$ cat config.mk
export PLATFORM = sky130hd
export DESIGN_NAME = fccr_queue
export DESIGN_NICKNAME = d
export VERILOG_FILES = /design/src/rtl/core/fccr_pkg.sv /design/src/rtl/core/fccr_queue.sv
export SDC_FILE = /design/constraint.sdc
export NUM_CORES = 1
export LEC_CHECK = 0
export BUFFER_PORTS_ARGS = -buffer_cell sky130_fd_sc_hd__buf_2
export CORE_ASPECT_RATIO = 1.75
export CORE_MARGIN = 3
export CORE_UTILIZATION = 52
export CTS_CLUSTER_DIAMETER = 200
export DETAILED_ROUTE_END_ITERATION = 8
export GPL_TIMING_DRIVEN = 0
export PLACE_DENSITY = 0.79
export SETUP_SLACK_MARGIN = 0.5
export SYNTH_ARGS = -nofsm -noshare
export SYNTH_HDL_FRONTEND = slang
export SYNTH_SLANG_ARGS = --single-unit
$ cat constraint.sdc
create_clock -name clock -period 4.9 [get_ports clock]
set_input_delay 0.98 -clock clock [delete_from_list [all_inputs] [get_ports clock]]
set_output_delay 0.98 -clock clock [all_outputs]
set_load 0.02 [all_outputs]
$ cat src/rtl/core/fccr_pkg.sv
// Package for the FAT32 cluster chain reader.
// Holds the beat types, item kind codes, register indexes and fixed constants.
// No dependencies; every module of the block refers to it by scoped names.
package fccr_pkg;

   // Default allocation table depth, in entries.
   localparam int TABLE_DEPTH_DEF = 4096;

   // Depth of the command queue between the front and the back.
   localparam int QUEUE_DEPTH = 2;

   // Fixed file system constants.
   localparam logic [27:0] END_MARK           = 28'hFFFFFF8;
   localparam logic [9:0]  SECTOR_BYTES       = 10'd512;
   localparam logic [31:0] FIRST_DATA_CLUSTER = 32'd2;
   localparam logic [31:0] PART_OFFSET_RESET  = 32'd2048;
   localparam logic [31:0] DATA_START_RESET   = 32'd0;
   localparam logic [7:0]  SPC_RESET          = 8'd1;
   localparam logic [7:0]  SPC_MIN            = 8'd1;
   localparam logic [7:0]  SPC_MAX            = 8'd128;

   // Item kinds, also used as the queued operation codes.
   localparam logic [1:0] OP_LOAD = 2'd0;
   localparam logic [1:0] OP_OPEN = 2'd1;
   localparam logic [1:0] OP_READ = 2'd2;
   localparam logic [1:0] OP_NONE = 2'd3;

   // Configuration register indexes.
   localparam logic [1:0] CSR_PART_OFFSET     = 2'd0;
   localparam logic [1:0] CSR_DATA_START      = 2'd1;
   localparam logic [1:0] CSR_CLUSTER_SECTORS = 2'd2;

   // Input beat.
   typedef struct packed {
      logic [1:0]  kind;
      logic [11:0] table_index;
      logic [31:0] table_value;
      logic [27:0] start_cluster;
      logic [31:0] length_bytes;
      logic        opens_directory;
      logic        opens_root;
      logic [9:0]  chunk_bytes;
   } req_type;

   // Result beat.
   typedef struct packed {
      logic [31:0] read_sector;
      logic [8:0]  sector_offset;
      logic [9:0]  bytes_taken;
      logic        load_next;
      logic [31:0] next_sector;
      logic        chain_end;
      logic [31:0] file_offset;
   } rsp_type;

   // Classified command held in the queue.
   typedef struct packed {
      logic [1:0]  op;
      logic [11:0] table_index;
      logic [27:0] entry;
      logic [27:0] start_cluster;
      logic [31:0] length_bytes;
      logic        opens_directory;
      logic        opens_root;
      logic [9:0]  chunk_bytes;
   } cmd_type;

   // Geometry handed from the register file to the back end.
   typedef struct packed {
      logic [31:0] base_sector;
      logic [7:0]  spc;
   } cfg_type;

endpackage

$ cat src/rtl/core/fccr_queue.sv
// Short command queue between the front and back ends of the chain reader.
// Depends on fccr_pkg for the command type and the queue depth.
module fccr_queue (
   input  logic              clock,
   input  logic              reset,
   input  logic              push,
   input  fccr_pkg::cmd_type push_data,
   output logic              full,
   input  logic              pop,
   output logic              head_valid,
   output fccr_pkg::cmd_type head
);

   localparam int PW = (fccr_pkg::QUEUE_DEPTH > 1) ? $clog2(fccr_pkg::QUEUE_DEPTH) : 1;
   localparam int CW = $clog2(fccr_pkg::QUEUE_DEPTH + 1);
   localparam logic [PW-1:0] LAST_PTR = PW'(fccr_pkg::QUEUE_DEPTH - 1);
   localparam logic [CW-1:0] FULL_COUNT = CW'(fccr_pkg::QUEUE_DEPTH);

   fccr_pkg::cmd_type slot_ff [fccr_pkg::QUEUE_DEPTH];
   logic [PW-1:0] wr_ptr_ff, wr_ptr_in;
   logic [PW-1:0] rd_ptr_ff, rd_ptr_in;
   logic [CW-1:0] count_ff, count_in;
   logic          do_push;
   logic          do_pop;

   assign full       = count_ff == FULL_COUNT;
   assign head_valid = count_ff != '0;
   assign head       = slot_ff[rd_ptr_ff];
   assign do_push    = push && !full;
   assign do_pop     = pop && head_valid;

   // Pointer and occupancy update.
   always_comb begin
      wr_ptr_in = wr_ptr_ff;
      rd_ptr_in = rd_ptr_ff;
      count_in  = count_ff;
      if (do_push) begin
         wr_ptr_in = (wr_ptr_ff == LAST_PTR) ? '0 : wr_ptr_ff + 1'b1;
      end
      if (do_pop) begin
         rd_ptr_in = (rd_ptr_ff == LAST_PTR) ? '0 : rd_ptr_ff + 1'b1;
      end
      if (do_push && !do_pop) begin
         count_in = count_ff + 1'b1;
      end else if (do_pop && !do_push) begin
         count_in = count_ff - 1'b1;
      end
   end

   always_ff @(posedge clock) begin
      if (reset) begin
         wr_ptr_ff <= '0;
         rd_ptr_ff <= '0;
         count_ff  <= '0;
      end else begin
         wr_ptr_ff <= wr_ptr_in;
         rd_ptr_ff <= rd_ptr_in;
         count_ff  <= count_in;
      end
   end

   // Queue slots carry payload only.
   always_ff @(posedge clock) begin
      if (do_push) begin
         slot_ff[wr_ptr_ff] <= push_data;
      end
   end

endmodule

After elaboration in Yosys (flattened, before gate mapping)
Memories as Yosys holds them, arrays and structs flattened. A register that Yosys moved wholly into a read port is not among the register bits.
Cells that the tools add are included.
{ "word_totals": {"register_bits": 4, "latch_bits": 0, "mem_bits_rw": 228, "rom_bits": 0, "out_inout_bits": 116, "n_memories": 1} }
{ "mem_list": {"columns": ["memory", "words", "word_bits", "read_ports", "rd_clocked_by_memory_dff", "wr", "line_no", "text"], "rows": [
  ["slot_ff", 2, 114, 1, 1, 1, "fccr_queue.sv:19", "fccr_pkg::cmd_type slot_ff [fccr_pkg::QUEUE_DEPTH];"]
]} }
{ "classes": {"add_sub_neg": 4, "multipliers": 0, "div_mod_pow": 0, "magnitude_cmp": 0, "eq_ne": 1, "shift": 0, "n_mux": 8, "bitwise_logic": 0, "n_reduce_logical": 9} }
{ "ops": {"columns": ["cell", "n"], "rows": [
  ["2-to-1 mux 1 bit", 6],
  ["logical AND 1 bit", 4],
  ["2-to-1 mux 2 bit", 2],
  ["nonzero test 2 bit", 2],
  ["zero test 1 bit", 3],
  ["adder 1 bit, second input constant", 2],
  ["adder 2 x 1 -> 2 bit, second input constant", 1],
  ["== test 2 bit, second input constant", 1],
  ["subtractor 2 x 1 -> 2 bit, second input constant", 1]
]} }

Longest topological paths before layout
{ "logic_depth": {"word_depth": 7, "ltp_mapped": 6} }

Worst setup path before layout
Ideal clock, no wire load.
{ "synth_path": {"kind": "input port to flip-flop", "start": "input push", "end": "memory slot_ff[1][0] (netlist bit), enable pin", "setup_ns": 0.487, "arrival_time_ns": 3.794, "slack_ns": 0.619, "path_stages": 3, "n_path_buf": 0, "cell_sequence": "inv_1 > nor2_1 > and2_1"} }
{ "synth_via": {"elab_chain_cells": 3} }
{ "synth_lines": {"columns": ["element", "line_no", "text"], "rows": [
  ["start: declaration", "fccr_queue.sv:6", "input logic push,"],
  ["logical AND 1 bit", "fccr_queue.sv:29", "assign do_push = push && !full;"],
  ["2-to-1 mux 1 bit", "fccr_queue.sv:64", "if (do_push) begin"],
  ["2-to-1 mux 1 bit (not written as such)", "fccr_queue.sv:65", "slot_ff[wr_ptr_ff] <= push_data;"],
  ["end: declaration", "fccr_queue.sv:19", null]
]} }
Every way passes these cells.

==> run_results.csv <==
group,metric,value,unit
sta,tightestPinTransition,792.2,ps
place,hpwl,11690,µm
logic_synthesis,ys_ff_latch,233,
detailed_routing,route.vias.total,4408,
clock_tree,cts_made_buffers,20,
critical_path,timing.critical_path.mode_cell,"buf_6",
layout,nFillCells,1153,
global_route,grt_pass1_wl,25630,µm
critical_path,crit_chain,"buf_6 > buf_8 > buf_6 > mux2_4 > buf_2",
clock_tree,htree_levels,1,
clock_tree,cts_tree,"done",
layout,layout_common_cells,"buf_2 (238), edfxtp_1 (228), mux2_4 (60)",
logic_synthesis,ys_types,17,
hold_path,holdCritPathClass,"flop to flop",
floorplan,start_util,0.5373,
critical_path,cp_max_fo,10,
run,max_cap_viol_count,0,
clock_tree,clk_pin_slew,60,ps
logic_synthesis,synth_area_leaders,"edfxtp_1 (79%), mux2_4 (10%), mux2_2 (7.0%)",
critical_path,cp_slowest_cell,"dfxtp_1",
sta,hold_viol_final,0,
outcome,status,"finished, final reports clean",
power_and_ir_drop,p_leak,4.240,nW
power_and_ir_drop,peakVddDrop,0.0004625,V
floorplan,core,16180,µm²
critical_path,rrSetupSlack,2680,ps
critical_path,arrival,1780,ps
place,io_buffers,233,
floorplan,die_y,177.1,µm
sta,rsz0062_at_grt,"no",
logic_synthesis,syn_area,8695,µm²
layout,fin_area,10960,µm²
detailed_routing,drc,0,
sta,fmax,0.3618,GHz
logic_synthesis,avgSynthCellArea,22.88,µm²
logic_synthesis,synth_warnings,0,
global_route,grt_usage,0.1780,
detailed_routing,firstDrtPassIters,5,
detailed_routing,ant_nets,0,
clock_tree,hold_buffers,0,
logic_synthesis,synth_top_area_cell,"edfxtp_1",
logic_synthesis,async_flop_share,0,
global_route,grt_max_degree,61,
sta,min_period_over_period,0.5641,
layout,final_common_cell,"buf_2",
sta,final-setup-viol-count,0,
layout,syn2layout_area_growth,26.05,%
detailed_routing,wire_per_inst,19.06,µm
sta,finalMaxSlewViolations,0,
place,placed_cell_area,10200,µm²
critical_path,start_kind,"flop",
critical_path,path_class,"flop to output pin",
critical_path,crit_end,"head[57]",
logic_synthesis,seq_area_frac_synth,0.7990,
clock_tree,clkLatencyLatePin,480,ps
floorplan,row_count,61,
critical_path,reg2reg_depth,4,
floorplan,die_w,103.7,µm
clock_tree,root_buffer,"clkbuf_16",
logic_synthesis,synth_edf_count,228,
global_route,globalRouteOverflowTotal,0,
logic_synthesis,yosys_most_used_dff,"edfxtp_1",
logic_synthesis,postSynthCellCount,380,
clock_tree,cts_resized,0,
place,routabilityCongestion,0.7145,
sta,slew_headroom,0.4719,
critical_path,critPathMaxStageDelay,320,ps
clock_tree,clock_sinks,233,
detailed_routing,avgViaCountPerCell,5.043,
detailed_routing,wirelength,16660,µm
global_route,antenna_found_initial,3,
global_route,grt_pass1_vias,4933,
sta,fin_skew,9.396,ps
critical_path,required,3920,ps
logic_synthesis,synth_nets,499,
clock_tree,clockBufferDepth,3,
critical_path,reg2reg_from,"count_ff[0]",
layout,layout-drive-gt1-share,0.6129,
logic_synthesis,yosysTopAreaCellShare,0.7875,
sta,period_needed,2764,ps
place,place_inst,835,
floorplan,die-area,18370,µm²
layout,layout.cells.non_filler,874,
detailed_routing,drt-initial-drc-count,140,
critical_path,rr_endpoint,"slot_ff[0][83]",
clock_tree,cts_setup_buffers,0,
floorplan,ioPinCount,234,
critical_path,endpoint_kind,"output pin",
layout,finalNetCount,756,
power_and_ir_drop,powerDensity,555.1,nW/µm²
## synthesized netlist by cell type, drive strengths merged (2+ instances only)
library cell,number
a21oi,2
buf,13
dfxtp,5
edfxtp,228
inv,2
mux2,114
nor2,4
o21ai,3
or3,2
xor2,3
## area by class of cell
| class | instances | area (µm²) | area share |
|---|---|---|---|
| inverter | 2 | 10.01 | 0.0009133 |
| tap | 220 | 275.3 | 0.02512 |
| multi-input combinational | 132 | 1624 | 0.1482 |
| clock inverter | 14 | 226.5 | 0.02066 |
| clock buffer | 22 | 529.3 | 0.04829 |
| sequential | 233 | 6947 | 0.6339 |
| timing repair buffer | 235 | 1221 | 0.1114 |
| buffer | 13 | 118.9 | 0.01085 |
| antenna | 3 | 7.507 | 0.0006850 |
## state kept, by name, summed over array words and instances (netlist names), named ones only
signal,count
count_ff,2
rd_ptr_ff,1
slot_ff,228
wr_ptr_ff,1
## worst min path at each step
stage / startpoint / endpoint / slack, ps / cells past startpoint
after floorplan: wr_ptr_ff / wr_ptr_ff / 450 / 2
after global placement: wr_ptr_ff / wr_ptr_ff / 470 / 2
after detailed placement: rd_ptr_ff / rd_ptr_ff / 500 / 2
after CTS: rd_ptr_ff / rd_ptr_ff / 520 / 2
after global routing: rd_ptr_ff / rd_ptr_ff / 540 / 2
final: rd_ptr_ff / rd_ptr_ff / 510 / 2
## cells by family (layout without fill, tap and decap cells)
| group | Yosys count | in the layout | synth area share |
|---|---|---|---|
| other | 0 | 3 | 0 |
| AOI/OAI and AO/OA | 5 | 5 | 0.002878 |
| adders and majority gates | 1 | 1 | 0.001439 |
| muxes | 114 | 114 | 0.1735 |
| xor gates and xnor gates | 3 | 3 | 0.003023 |
| buffers and inverters | 15 | 286 | 0.01453 |
| and+or+nand+nor | 9 | 9 | 0.005613 |
| DFF | 233 | 233 | 0.7990 |
## worst max-delay path: cells and delay by family, from the launching register on
kind     cells  cell delay [ps]
flops        1              320
buf+inv      4              660
mux          1              320
## metrics by stage
stage | power, mW | hold WS (ps) | util | setup slack, ps | TNS (ps)
2_1_floorplan | 3.862 | 451.6 | - | 619.2 | 0
4_1_cts | 6.160 | 515.9 | 0.6768 | 2099 | 0
6_report | 6.083 | 514.2 | 0.6773 | 2136 | 0
5_1_grt | 6.336 | 543.7 | 0.6773 | 2064 | 0
3_5_place_dp | 4.387 | 500.6 | 0.6301 | 2040 | 0
3_3_place_gp | 4.359 | 473.2 | 0.6264 | -593.5 | -88320
## layer usage
layer / vias to the layer above / routed length [µm] / GRT usage
met5: - / 0 / 0
met3: 54 / 903 / 0.04053
met2: 171 / 9582 / 0.3448
li1: 2024 / - / -
met1: 2159 / 5343 / 0.1751
met4: 0 / 828 / 0.09040
## report_power, final
group	switching [mW]	internal (mW)	total, mW
registers	0.0695	2.50	2.57
clock network	0.660	1.10	1.76
logic	0.998	0.751	1.75
Note: power is estimated with default switching activity, not from simulation.
